## src/hdl/assert_macros.svh

```systemverilog
// Assertion macros shared by the bit map RTL
`ifndef ASSERT_MACROS_SVH
`define ASSERT_MACROS_SVH

// Property must hold at every clock edge outside reset
`define ASSERT_CLK(label, clk, rst, prop, msg) \
   label: assert property (@(posedge clk) disable iff (rst) (prop)) else $error(msg);

// Condition must never be seen outside reset
`define ASSERT_NEVER(label, clk, rst, cond, msg) \
   label: assert property (@(posedge clk) disable iff (rst) !(cond)) else $error(msg);

`endif

```

## src/hdl/bmrq_pkg.sv

```systemverilog
// Types, codes and constants of the bit map range query block
package bmrq_pkg;

   localparam int MAX_BITS_DEF  = 4096;
   localparam int WORD_BITS_DEF = 64;

   localparam int OP_W  = 2;
   localparam int IDX_W = 12;
   localparam int CNT_W = 13;

   localparam logic [OP_W-1:0] OP_SET   = 2'd0;
   localparam logic [OP_W-1:0] OP_CLEAR = 2'd1;
   localparam logic [OP_W-1:0] OP_TEST  = 2'd2;
   localparam logic [OP_W-1:0] OP_ANY   = 2'd3;

   localparam int CSR_ADDR_W = 3;
   localparam int CSR_DATA_W = 32;
   localparam logic [CSR_ADDR_W-3:0] REG_BITS_IN_USE = 1'b0;
   localparam logic [CNT_W-1:0] BITS_IN_USE_RESET = 13'd4096;

   localparam logic STATUS_DONE    = 1'b0;
   localparam logic STATUS_INVALID = 1'b1;

   typedef struct packed {
      logic [OP_W-1:0]  opcode;
      logic [IDX_W-1:0] first_bit;
      logic [CNT_W-1:0] range_count;
   } req_payload_type;

   typedef struct packed {
      logic status;
      logic found;
   } rsp_payload_type;

endpackage

```

## src/hdl/bmrq_ram.sv

```systemverilog
// Generic single-port-write, single-port-read RAM with registered read
module bmrq_ram #(
   parameter int WIDTH = 64,
   parameter int DEPTH = 64,
   localparam int AW = (DEPTH > 1) ? $clog2(DEPTH) : 1
) (
   input  logic             clock,
   input  logic             wr_en,
   input  logic [AW-1:0]    wr_addr,
   input  logic [WIDTH-1:0] wr_data,
   input  logic [AW-1:0]    rd_addr,
   output logic [WIDTH-1:0] rd_data
);

   logic [WIDTH-1:0] mem [DEPTH];
   logic [WIDTH-1:0] rd_data_ff;

   always_ff @(posedge clock) begin
      if (wr_en) begin
         mem[wr_addr] <= wr_data;
      end
      rd_data_ff <= mem[rd_addr];
   end

   assign rd_data = rd_data_ff;

endmodule

```

## src/hdl/bmrq_split.sv

```systemverilog
// Splits a bit index into word number and bit offset
module bmrq_split import bmrq_pkg::*; #(
   parameter int DIVISOR = WORD_BITS_DEF,
   parameter int IN_W    = IDX_W,
   parameter int REM_W   = $clog2(WORD_BITS_DEF)
) (
   input  logic             clock,
   input  logic             reset,
   input  logic             go,
   input  logic [IN_W-1:0]  dividend,
   output logic             done,
   output logic [IN_W-1:0]  quot,
   output logic [REM_W-1:0] rem
);

   generate
      if ((DIVISOR & (DIVISOR - 1)) == 0) begin : g_shift
         logic             done_ff;
         logic [IN_W-1:0]  quot_ff;
         logic [REM_W-1:0] rem_ff;

         always_ff @(posedge clock) begin
            if (reset) begin
               done_ff <= 1'b0;
            end else begin
               done_ff <= go;
            end
            if (go) begin
               quot_ff <= dividend >> REM_W;
               rem_ff  <= dividend[REM_W-1:0];
            end
         end

         assign done = done_ff;
         assign quot = quot_ff;
         assign rem  = rem_ff;
      end else begin : g_divide
         localparam int SHIFT  = IN_W + REM_W;
         localparam int PROD_W = 2 * IN_W + 1;
         localparam logic [PROD_W-1:0] MULT =
            PROD_W'(((1 << SHIFT) + DIVISOR - 1) / DIVISOR);
         localparam logic [IN_W-1:0] DIV_C = IN_W'(DIVISOR);

         logic              done_ff;
         logic [IN_W-1:0]   quot_ff;
         logic [REM_W-1:0]  rem_ff;
         logic [PROD_W-1:0] prod;
         logic [IN_W-1:0]   quot_calc;
         logic [IN_W-1:0]   back;

         assign prod      = PROD_W'(dividend) * MULT;
         assign quot_calc = IN_W'(prod >> SHIFT);
         assign back      = quot_calc * DIV_C;

         always_ff @(posedge clock) begin
            if (reset) begin
               done_ff <= 1'b0;
            end else begin
               done_ff <= go;
            end
            if (go) begin
               quot_ff <= quot_calc;
               rem_ff  <= REM_W'(dividend - back);
            end
         end

         assign done = done_ff;
         assign quot = quot_ff;
         assign rem  = rem_ff;
      end
   endgenerate

endmodule

```

## src/hdl/bit_map_range_query.sv

```systemverilog
// Top level of the bit map with set, clear, test and any-set-in-range requests
//
// Requests are taken one at a time: an item is accepted when start is high
// and busy is low, and its single result appears on rsp_payload for one cycle
// with rsp_valid high; the receiver cannot stall it. The flags live in one
// RAM of MAX_BITS/WORD_BITS words, rounded up, with a registered read. Set,
// clear and test go from accept through index split, word read, evaluate
// and write back, and result before the next accept; a range query repeats
// the word read and evaluation for each word the range touches, stopping
// early when a set bit is met. A request with an invalid index or range is
// answered from the idle state without a split or a RAM read, and busy stays
// low. When WORD_BITS is not a power of two, the index split multiplies by a
// constant reciprocal and still registers its result. After reset the block
// clears the RAM one word a cycle, MAX_BITS/WORD_BITS words (64 by default),
// with busy high; register writes are taken during that time.
`include "assert_macros.svh"

module bit_map_range_query import bmrq_pkg::*; #(
   parameter int MAX_BITS  = MAX_BITS_DEF,
   parameter int WORD_BITS = WORD_BITS_DEF
) (
   input  logic                  clock,
   input  logic                  reset,
   input  logic                  start,
   output logic                  busy,
   input  req_payload_type       req_payload,
   output logic                  rsp_valid,
   output rsp_payload_type       rsp_payload,
   input  logic                  psel,
   input  logic                  penable,
   input  logic                  pwrite,
   input  logic [CSR_ADDR_W-1:0] paddr,
   input  logic [CSR_DATA_W-1:0] pwdata,
   output logic [CSR_DATA_W-1:0] prdata,
   output logic                  pready
);

   localparam int WORD_COUNT = (MAX_BITS + WORD_BITS - 1) / WORD_BITS;
   localparam int ADDR_W     = (WORD_COUNT > 1) ? $clog2(WORD_COUNT) : 1;
   localparam int OFF_W      = $clog2(WORD_BITS);
   localparam int LIM_MAX    = (MAX_BITS > (1 << CNT_W) - 1) ? (1 << CNT_W) - 1 : MAX_BITS;
   localparam logic [CNT_W-1:0]  LIM_CAP  = CNT_W'(LIM_MAX);
   localparam logic [ADDR_W-1:0] CLR_LAST = ADDR_W'(WORD_COUNT - 1);
   localparam logic [CNT_W-1:0]  WORD_LEN = CNT_W'(WORD_BITS);

   localparam logic [2:0] ST_CLEAR = 3'd0;
   localparam logic [2:0] ST_IDLE  = 3'd1;
   localparam logic [2:0] ST_SPLIT = 3'd2;
   localparam logic [2:0] ST_READ  = 3'd3;
   localparam logic [2:0] ST_EVAL  = 3'd4;

   logic [2:0]        state_ff, state_in;
   logic [ADDR_W-1:0] clr_ff, clr_in;
   logic [OP_W-1:0]   op_ff, op_in;
   logic [ADDR_W-1:0] word_ff, word_in;
   logic [OFF_W-1:0]  off_ff, off_in;
   logic [CNT_W-1:0]  rem_ff, rem_in;
   logic [CNT_W-1:0]  bits_in_use_ff, bits_in_use_in;
   logic              rsp_valid_ff, rsp_valid_in;
   rsp_payload_type   rsp_ff, rsp_in;

   logic [CNT_W-1:0]     lim;
   logic [CNT_W-1:0]     idx_ext;
   logic                 req_bad;
   logic                 accept;
   logic                 split_go;
   logic                 split_done;
   logic [IDX_W-1:0]     split_quot;
   logic [OFF_W-1:0]     split_rem;
   logic                 ram_we;
   logic [ADDR_W-1:0]    ram_waddr;
   logic [WORD_BITS-1:0] ram_wdata;
   logic [WORD_BITS-1:0] ram_rdata;
   logic [WORD_BITS-1:0] bit_sel;
   logic [WORD_BITS-1:0] scan_mask;
   logic [CNT_W-1:0]     avail;
   logic                 scan_hit;
   logic                 csr_write;

   assign lim     = (bits_in_use_ff > LIM_CAP) ? LIM_CAP : bits_in_use_ff;
   assign idx_ext = CNT_W'(req_payload.first_bit);
   assign req_bad = (idx_ext >= lim) ||
                    ((req_payload.opcode == OP_ANY) &&
                     ((req_payload.range_count == '0) ||
                      (req_payload.range_count > (lim - idx_ext))));
   assign busy     = (state_ff != ST_IDLE);
   assign accept   = start && !busy;
   assign split_go = accept && !req_bad;

   assign bit_sel = {{(WORD_BITS-1){1'b0}}, 1'b1} << off_ff;
   assign avail   = WORD_LEN - CNT_W'(off_ff);

   always_comb begin
      for (int j = 0; j < WORD_BITS; j++) begin
         scan_mask[j] = (CNT_W'(j) >= CNT_W'(off_ff)) &&
                        ((CNT_W'(j) - CNT_W'(off_ff)) < rem_ff);
      end
   end

   assign scan_hit = |(ram_rdata & scan_mask);

   bmrq_split #(
      .DIVISOR (WORD_BITS),
      .IN_W    (IDX_W),
      .REM_W   (OFF_W)
   ) u_split (
      .clock    (clock),
      .reset    (reset),
      .go       (split_go),
      .dividend (req_payload.first_bit),
      .done     (split_done),
      .quot     (split_quot),
      .rem      (split_rem)
   );

   bmrq_ram #(
      .WIDTH (WORD_BITS),
      .DEPTH (WORD_COUNT)
   ) u_flags (
      .clock   (clock),
      .wr_en   (ram_we),
      .wr_addr (ram_waddr),
      .wr_data (ram_wdata),
      .rd_addr (word_ff),
      .rd_data (ram_rdata)
   );

   always_comb begin
      ram_we    = 1'b0;
      ram_waddr = word_ff;
      ram_wdata = ram_rdata | bit_sel;
      if (state_ff == ST_CLEAR) begin
         ram_we    = 1'b1;
         ram_waddr = clr_ff;
         ram_wdata = '0;
      end else if (state_ff == ST_EVAL) begin
         ram_we    = (op_ff == OP_SET) || (op_ff == OP_CLEAR);
         ram_wdata = (op_ff == OP_SET) ? (ram_rdata | bit_sel) : (ram_rdata & ~bit_sel);
      end
   end

   always_comb begin
      state_in     = state_ff;
      clr_in       = clr_ff;
      op_in        = op_ff;
      word_in      = word_ff;
      off_in       = off_ff;
      rem_in       = rem_ff;
      rsp_valid_in = 1'b0;
      rsp_in       = rsp_ff;
      unique case (state_ff)
         ST_CLEAR: begin
            clr_in = clr_ff + 1'b1;
            if (clr_ff == CLR_LAST) begin
               state_in = ST_IDLE;
            end
         end
         ST_IDLE: begin
            if (accept) begin
               op_in  = req_payload.opcode;
               rem_in = req_payload.range_count;
               if (req_bad) begin
                  rsp_valid_in = 1'b1;
                  rsp_in       = '{status: STATUS_INVALID, found: 1'b0};
               end else begin
                  state_in = ST_SPLIT;
               end
            end
         end
         ST_SPLIT: begin
            if (split_done) begin
               word_in  = ADDR_W'(split_quot);
               off_in   = split_rem;
               state_in = ST_READ;
            end
         end
         ST_READ: begin
            state_in = ST_EVAL;
         end
         ST_EVAL: begin
            unique case (op_ff)
               OP_SET, OP_CLEAR: begin
                  rsp_valid_in = 1'b1;
                  rsp_in       = '{status: STATUS_DONE, found: 1'b0};
                  state_in     = ST_IDLE;
               end
               OP_TEST: begin
                  rsp_valid_in = 1'b1;
                  rsp_in       = '{status: STATUS_DONE, found: ram_rdata[off_ff]};
                  state_in     = ST_IDLE;
               end
               OP_ANY: begin
                  if (scan_hit || (rem_ff <= avail)) begin
                     rsp_valid_in = 1'b1;
                     rsp_in       = '{status: STATUS_DONE, found: scan_hit};
                     state_in     = ST_IDLE;
                  end else begin
                     rem_in   = rem_ff - avail;
                     off_in   = '0;
                     word_in  = word_ff + 1'b1;
                     state_in = ST_READ;
                  end
               end
               default: begin
                  state_in = ST_IDLE;
               end
            endcase
         end
         default: begin
            state_in = ST_IDLE;
         end
      endcase
   end

   assign csr_write = psel && penable && pwrite && pready &&
                      (paddr[CSR_ADDR_W-1:2] == REG_BITS_IN_USE);
   assign bits_in_use_in = csr_write ? pwdata[CNT_W-1:0] : bits_in_use_ff;
   assign pready = 1'b1;
   assign prdata = (paddr[CSR_ADDR_W-1:2] == REG_BITS_IN_USE) ?
                   CSR_DATA_W'(bits_in_use_ff) : '0;

   always_ff @(posedge clock) begin
      if (reset) begin
         state_ff       <= ST_CLEAR;
         clr_ff         <= '0;
         rsp_valid_ff   <= 1'b0;
         bits_in_use_ff <= BITS_IN_USE_RESET;
      end else begin
         state_ff       <= state_in;
         clr_ff         <= clr_in;
         rsp_valid_ff   <= rsp_valid_in;
         bits_in_use_ff <= bits_in_use_in;
      end
      op_ff   <= op_in;
      word_ff <= word_in;
      off_ff  <= off_in;
      rem_ff  <= rem_in;
      rsp_ff  <= rsp_in;
   end

   assign rsp_valid   = rsp_valid_ff;
   assign rsp_payload = rsp_ff;

   `ASSERT_CLK(a_rsp_source, clock, reset, rsp_valid |-> ($past(state_ff == ST_EVAL) || $past(accept)), "result strobe without an item behind it")
   `ASSERT_NEVER(a_write_idle, clock, reset, ram_we && !busy, "flag RAM written while idle")
   `ASSERT_CLK(a_scan_left, clock, reset, (state_ff == ST_READ && op_ff == OP_ANY) |-> (rem_ff != '0), "range scan reads a word with no bits left")
   `ASSERT_CLK(a_clear_exit, clock, reset, (state_ff == ST_CLEAR) |=> (state_ff == ST_CLEAR || state_ff == ST_IDLE), "clearing pass left to a working state")

endmodule

```

## config.mk

```make
export PLATFORM = sky130hd
export DESIGN_NAME = bit_map_range_query
export DESIGN_NICKNAME = d
export VERILOG_FILES = /design/src/hdl/bmrq_pkg.sv /design/src/hdl/bmrq_ram.sv /design/src/hdl/bmrq_split.sv /design/src/hdl/bit_map_range_query.sv
export VERILOG_INCLUDE_DIRS = /design/src /design/src/hdl
export SDC_FILE = /design/constraint.sdc
export NUM_CORES = 2
export LEC_CHECK = 0
export BUFFER_PORTS_ARGS = -buffer_cell sky130_fd_sc_hd__buf_4
export CELL_PAD_IN_SITES_DETAIL_PLACEMENT = 0
export CELL_PAD_IN_SITES_GLOBAL_PLACEMENT = 1
export CORE_MARGIN = 3
export CORE_UTILIZATION = 54
export DETAILED_ROUTE_END_ITERATION = 16
export HOLD_SLACK_MARGIN = 0.02
export PLACE_DENSITY_LB_ADDON = 0.1
export SYNTH_ARGS = -nofsm -noshare
export SYNTH_HDL_FRONTEND = slang
export SYNTH_SLANG_ARGS = --single-unit
```

## constraint.sdc

```tcl
create_clock -name clock -period 9.5 [get_ports clock]
set_input_delay 1.9 -clock clock [delete_from_list [all_inputs] [get_ports clock]]
set_output_delay 1.9 -clock clock [all_outputs]
set_load 0.02 [all_outputs]
```

Yosys cells after proc, flatten, opt, wreduce, memory -nomap -nowiden
Memory sizes are Yosys's and may differ from the RTL's. A register that Yosys moved wholly into a read port is not among the register bits.
Index checks and enable logic that the tools add are counted.
{"block": "totals", "register_bits": 65, "mem_bits_rw": 4096, "output_inout_bits": 37, "wordCells": 368, "mem_count": 1}
{"name": "u_flags.mem", "words": 64, "word_bits": 64, "read_ports": 1, "rd_clocked_by_memory_dff": 1, "wr": 1, "line": "bmrq_ram.sv:15", "source": "logic [WIDTH-1:0] mem [DEPTH];"}
{"block": "classes", "n_addsub": 69, "magnitude_cmp": 132, "eq_ne": 18, "shifts": 1, "mux": 41, "n_bitwise": 5, "n_reduce_logical": 88}
{"cell": "$lt 13x13->1", "count": 64}
{"cell": "$sub 6x6->7 const A", "count": 32}
{"cell": "$mux 64", "count": 3}
{"cell": "$ge 6x6->1 const A", "count": 31}
{"cell": "$and 64x64->64", "count": 2}
{"cell": "$sub 5x6->7 const A", "count": 16}
{"cell": "$ge 5x6->1 const A", "count": 16}
{"cell": "$logic_and 1x1->1", "count": 69}
{"cell": "$mux 13", "count": 5}
{"cell": "$not 64->64", "count": 1}
{"cell": "$or 64x64->64", "count": 1}
{"cell": "$reduce_or 64->1", "count": 1}
{"cell": "$shl 1x6->64 const A", "count": 1}
{"cell": "$sub 4x6->7 const A", "count": 8}
{"cell": "$ge 4x6->1 const A", "count": 8}
{"cell": "$mux 6", "count": 7}
{"cell": "$sub 3x6->7 const A", "count": 4}
{"cell": "$pmux 13 s2", "count": 1}
{"cell": "$ge 3x6->1 const A", "count": 4}
{"cell": "$pmux 6 s2", "count": 2}
{"cell": "$reduce_and 4->1", "count": 4}
{"cell": "$pmux 3 s5", "count": 1}
{"cell": "$sub 1x6->7 const A", "count": 2}
{"cell": "$sub 2x6->7 const A", "count": 2}
{"cell": "other kinds (39)", "count": 69}

Logic depth before layout (Yosys ltp)
{"block": "depth", "word_depth": 10, "ltp_mapped": 22}

Cells and area by module
From an unflattened synthesis, not the netlist that was laid out.
{"block": "hier_totals", "hier_cells": 9296, "hier_area_um2": 177781.8}
{"module": "bmrq_ram", "instances": 1, "cells_each": 6598, "area_each_um2": 156348.7, "seq_area_each_um2": 124279.2}
{"module": "bit_map_range_query", "instances": 1, "cells_each": 2677, "area_each_um2": 20990.1, "seq_area_each_um2": 1331.3}
{"module": "bmrq_split", "instances": 1, "cells_each": 21, "area_each_um2": 442.9, "seq_area_each_um2": 380.4}

Worst setup path after synthesis
OpenSTA, ideal clock, no wires.
{"block": "synth_path", "path_type": "register -> register", "startpoint": "register off_ff[5]", "endpoint": "register rem_ff[0] (enable)", "arrival_ps": 5708, "setup_slack_ps": 3405, "stages_incl_launch_ff": 19, "path_cell_list": "edfxtp_1 > inv_1 > clkbuf_1 > buf_1 > ha_1 > clkbuf_1 > buf_1 > buf_1 > nand2_1 > ha_1 > a211oi_1 > o22ai_1 > nor4b_1 > nor4_1 > o311ai_0 > or4_1 > nor2_2 > nand4_1 > a21oi_1"}
{"block": "synth_via", "elab_chain_len": 8, "elab_cells_between_ends": 261, "classes_between": "add/sub: 65; order compare: 128; eq/ne: 1; bitwise: 1; reduce/logical: 66"}
{"item": "start, declared", "line": "bit_map_range_query.sv:56", "source": "logic [OFF_W-1:0] off_ff, off_in;"}
{"item": "start signal, assigned", "line": "bit_map_range_query.sv:236", "source": "off_ff <= off_in;"}
{"item": "$sub 1x6->7, or another cell as far along", "line": "bit_map_range_query.sv:96", "source": "((CNT_W'(j) - CNT_W'(off_ff)) < rem_ff);"}
{"item": "$lt 13x13->1", "line": "bit_map_range_query.sv:96"}
{"item": "$logic_and 1x1->1", "line": "bit_map_range_query.sv:95", "source": "scan_mask[j] = (CNT_W'(j) >= CNT_W'(off_ff)) &&"}
{"item": "$and 64x64->64", "line": "bit_map_range_query.sv:100", "source": "assign scan_hit = |(ram_rdata & scan_mask);"}
{"item": "$reduce_or 64->1", "line": "bit_map_range_query.sv:100"}
{"item": "$logic_or 1x1->1 *", "line": "bit_map_range_query.sv:193", "source": "if (scan_hit || (rem_ff <= avail)) begin"}
{"item": "$ne 2x2->1 (no line) *"}
{"item": "$reduce_and 4->1 (no line) *"}
{"item": "end signal, assigned", "line": "bit_map_range_query.sv:237", "source": "rem_ff <= rem_in;"}
{"item": "end, declared", "line": "bit_map_range_query.sv:57", "source": "logic [CNT_W-1:0] rem_ff, rem_in;"}
Mark *: on every way between the ends. The rest lies on a longest branch, timed or not.
A chain may end at the register's enable or synchronous reset.

Final worst setup path
{"block": "layout_path", "startpoint": "register off_ff[4]", "endpoint": "register word_ff[0] (enable)"}
{"block": "layout_via", "elab_chain_len": 8, "elab_cells_between_ends": 261, "classes_between": "add/sub: 65; order compare: 128; eq/ne: 1; bitwise: 1; reduce/logical: 66"}
{"item": "$sub 1x6->7, or another cell as far along", "line": "bit_map_range_query.sv:96"}
{"item": "$lt 13x13->1", "line": "bit_map_range_query.sv:96"}
{"item": "$logic_and 1x1->1", "line": "bit_map_range_query.sv:95"}
{"item": "$and 64x64->64", "line": "bit_map_range_query.sv:100"}
{"item": "$reduce_or 64->1", "line": "bit_map_range_query.sv:100"}
{"item": "$logic_or 1x1->1 *", "line": "bit_map_range_query.sv:193"}
{"item": "$ne 2x2->1 (no line) *"}
{"item": "$reduce_and 4->1 (no line) *"}
{"item": "end signal, assigned", "line": "bit_map_range_query.sv:235", "source": "word_ff <= word_in;"}
{"item": "end, declared", "line": "bit_map_range_query.sv:55", "source": "logic [ADDR_W-1:0] word_ff, word_in;"}
Marks and branches as above.

==> flow_summary.json <==
{
  "clkSinkCount": 4225,
  "overflow": 0,
  "synthFlopType": "edfxtp_1",
  "synth_most_common_cell": "edfxtp_1",
  "cts_buffers": 419,
  "ant_nets": 0,
  "placed_cells": 12900,
  "drc": 0,
  "synth_area_um2": 178000,
  "cts_resized": 0,
  "postSynthCellCount": 8591,
  "drive_gt1_share_pct": 26.8,
  "die_x_um": 579,
  "grt_pass1_wl_um": 726000,
  "worstSetupEndpointType": "register",
  "slew_violations": 0,
  "ys_async_sr_fraction_pct": 0,
  "synth_top_area_cell": "edfxtp_1",
  "crit_path_start_kind": "register",
  "fp.coreArea_um2": 326000,
  "clockBufferDepth": 4,
  "start_util_pct": 54.5,
  "syn_avg_cell_area_um2": 20.7,
  "fin_skew_ns": 0.0878,
  "dr.pass1.iters": 8,
  "postLayoutCoreUtil_pct": 61.3,
  "ir_drop_mv": 0.196,
  "p_leak_uw": 0.0692,
  "timing.hold.worst.start": "bits_in_use_ff[1]$_SDFFE_PP0P_",
  "wl_per_cell_um": 38.4,
  "synth_cell_type_count": 85,
  "postCtsSetupRepairBufs": 0,
  "p_per_area_nw_per_um2": 186,
  "synthTopCellsByCount": "4,137 x edfxtp_1, 1,365 x mux4_2, 635 x ha_1",
  "nets": 9654,
  "ys_seq_area_share_pct": 70.9,
  "hold_buffers": 0,
  "finalCriticalPeriod_ns": 7.07,
  "num_rows": 209,
  "grt_use_total_pct": 31.3,
  "antenna_found_initial": 30,
  "fmax_mhz": 141,
  "htreeDepth": 5,
  "synth-edff-count": 4137,
  "gp_congestion": 0.900,
  "vias": 94400,
  "clk_latency_ns": 1.00,
  "io_buffers": 63,
  "io_pins": 105,
  "worstReg2RegStart": "off_ff[4]$_SDFFCE_PP0P_",
  "hpwl_um": 273000,
  "cts_root_buf": "clkbuf_16",
  "fin_tns_setup_ns": 0,
  "cp.arrival_ns": 7.62,
  "synth_top_area_share_pct": 70.0,
  "path_clk_slew_ns": 0.06,
  "hold_path_class": "reg2reg",
  "final_area_um2": 200000,
  "worstPathMaxFanout": 14,
  "hold_slack_ns": 0.474,
  "rsz0062_at_grt": "false",
  "period_share_pct": 74.4,
  "ys_top_cells_by_area": "edfxtp_1 70%, mux4_2 17%, ha_1 4.5%",
  "die_height_um": 579,
  "postRouteWirelength_um": 525000,
  "cts_tree": "done",
  "area_growth_pct": 12.5,
  "post_dp_cell_area_um2": 186000,
  "cp-startpoint": "off_ff[4]$_SDFFCE_PP0P_",
  "post_drt_via_cell_ratio": 6.91,
  "stdcell_count": 13700,
  "required_ns": 10.05,
  "drv_cap": 0,
  "ys_warn_count": 0,
  "outcome": "complete, no violations",
  "max_slew.worst_pin.slew_ns": 1.36,
  "synth-seq-cells": 4225,
  "die-area_um2": 336000,
  "grt_start_max_net_pins": 140,
  "grt_pass1_vias": 92100,
  "criticalPathCategory": "reg2reg",
  "setup_violations": 0,
  "drtIter0Drc": 13100,
  "max_slew_margin_pct": 9.04,
  "hold_viol": 0
}
where the power goes:
group / internal, uW / total, uW / switching (uW)
Clock: 9530 / 16600 / 7070
Combinational: 84.2 / 287 / 203
Sequential: 20300 / 20300 / 30.3
Total: 29900 / 37200 / 7300
final timing paths:
check                                         to  slack (ns)  cells past startpoint
setup / recovery            word_ff[0]$_DFFE_PP_        2.43                     15
setup reg to reg            word_ff[0]$_DFFE_PP_        2.43                     15
hold reg to reg   bits_in_use_ff[1]$_SDFFE_PP0P_        0.47                      2
hold / removal    bits_in_use_ff[1]$_SDFFE_PP0P_        0.47                      2
sequential cells by signal, summed over array words and instances, names as in the netlist, 2 cells and up:
name and flops:
u_split.rem 6, state_ff 3, u_split.quot 6, u_flags.mem 4096
word_ff 6, op_ff 2, clr_ff 6, bits_in_use_ff 13
rsp_payload 2, u_flags.rd_data 64, rem_ff 13, off_ff 6
cell families (layout without fill, tap and decap cells):
logic type | count (synthesis) | count (layout) | share of synthesized area [%]
XOR/XNOR | 78 | 78 | 0.385
multiplexers | 1379 | 1379 | 17.4
buffers and inverters | 577 | 1283 | 1.31
AND/OR/NAND/NOR | 873 | 873 | 2.49
adder cells (fa/ha/maj) | 637 | 637 | 4.50
AO/OA/AOI/OAI | 820 | 820 | 2.98
other | 2 | 37 | 0.00423
flip-flops | 4225 | 4225 | 70.9
critical path: stages (launching register included):
cell and delay (ns):
edfxtp_1 0.44, inv_2 0.47, ha_1 0.90, inv_1 0.20, o21ai_0 0.77, nor2b_1 0.33, ha_1 0.41, nand4_1 0.13
nor3_1 0.23, o21ai_0 0.15, o2111ai_1 0.12, o2111a_1 0.29, and4b_1 0.23, nor4b_1 0.99, and4_1 0.42, a32o_1 0.56
routing by layer:
metal  GRT usage, %  wire length (um)  up-vias
li1               -                 -    37100
met1           44.1            200000    50700
met2           49.2            249000     5495
met3           6.45             54400     1053
met4           11.0             21400       16
met5              0                88        -
cell type report:
cell class	instances	area [um2]
clock buffer	551	11300
antenna	17	42.5
clock inverter	236	2540
multi-input combinational	3807	50800
fill	22600	126000
timing repair buffer	348	3130
sequential	4225	126000
tap	4325	5410
inverter	148	556
through the flow:
| step | setup slack (ns) | total power [uW] |
|---|---|---|
| 5_1_grt | 2.35 | 38100 |
| 3_3_place_gp | 2.65 | 21000 |
| 6_report | 2.43 | 37200 |
| 3_5_place_dp | 2.65 | 21000 |
| 2_1_floorplan | 3.41 | 20800 |
| 4_1_cts | 2.59 | 37400 |
cells in the final DEF (no fill, tap or decap), drive strengths merged, types with 12 or more instances in the layout:
cell      synthesis  layout
edfxtp         4137    4137
mux4           1365    1365
ha              635     635
clkbuf          266     551
buf             163     348
a21oi           269     269
nand2           230     230
nor2            195     195
clkinv            0     172
inv             148     158
o21ai           156     156
nand3           113     113
dfxtp            88      88
a21o             86      86
nor2b            78      78
xnor2            66      66
nand4            63      63
a311oi           44      44
bufinv            0      40
nand2b           38      38
a31oi            38      38
a211oi           35      35
and4             29      29
o211ai           25      25
nor3             24      24
conb              2      20
diode             0      17
a221oi           17      17
o21a             16      16
o2111ai          15      15
clkinvlp          0      14
mux2i            13      13
nand4b           13      13
a2111oi          13      13
xor2             12      12
nor4             12      12
and3             12      12
Note: power is estimated with default switching activity, not from simulation.
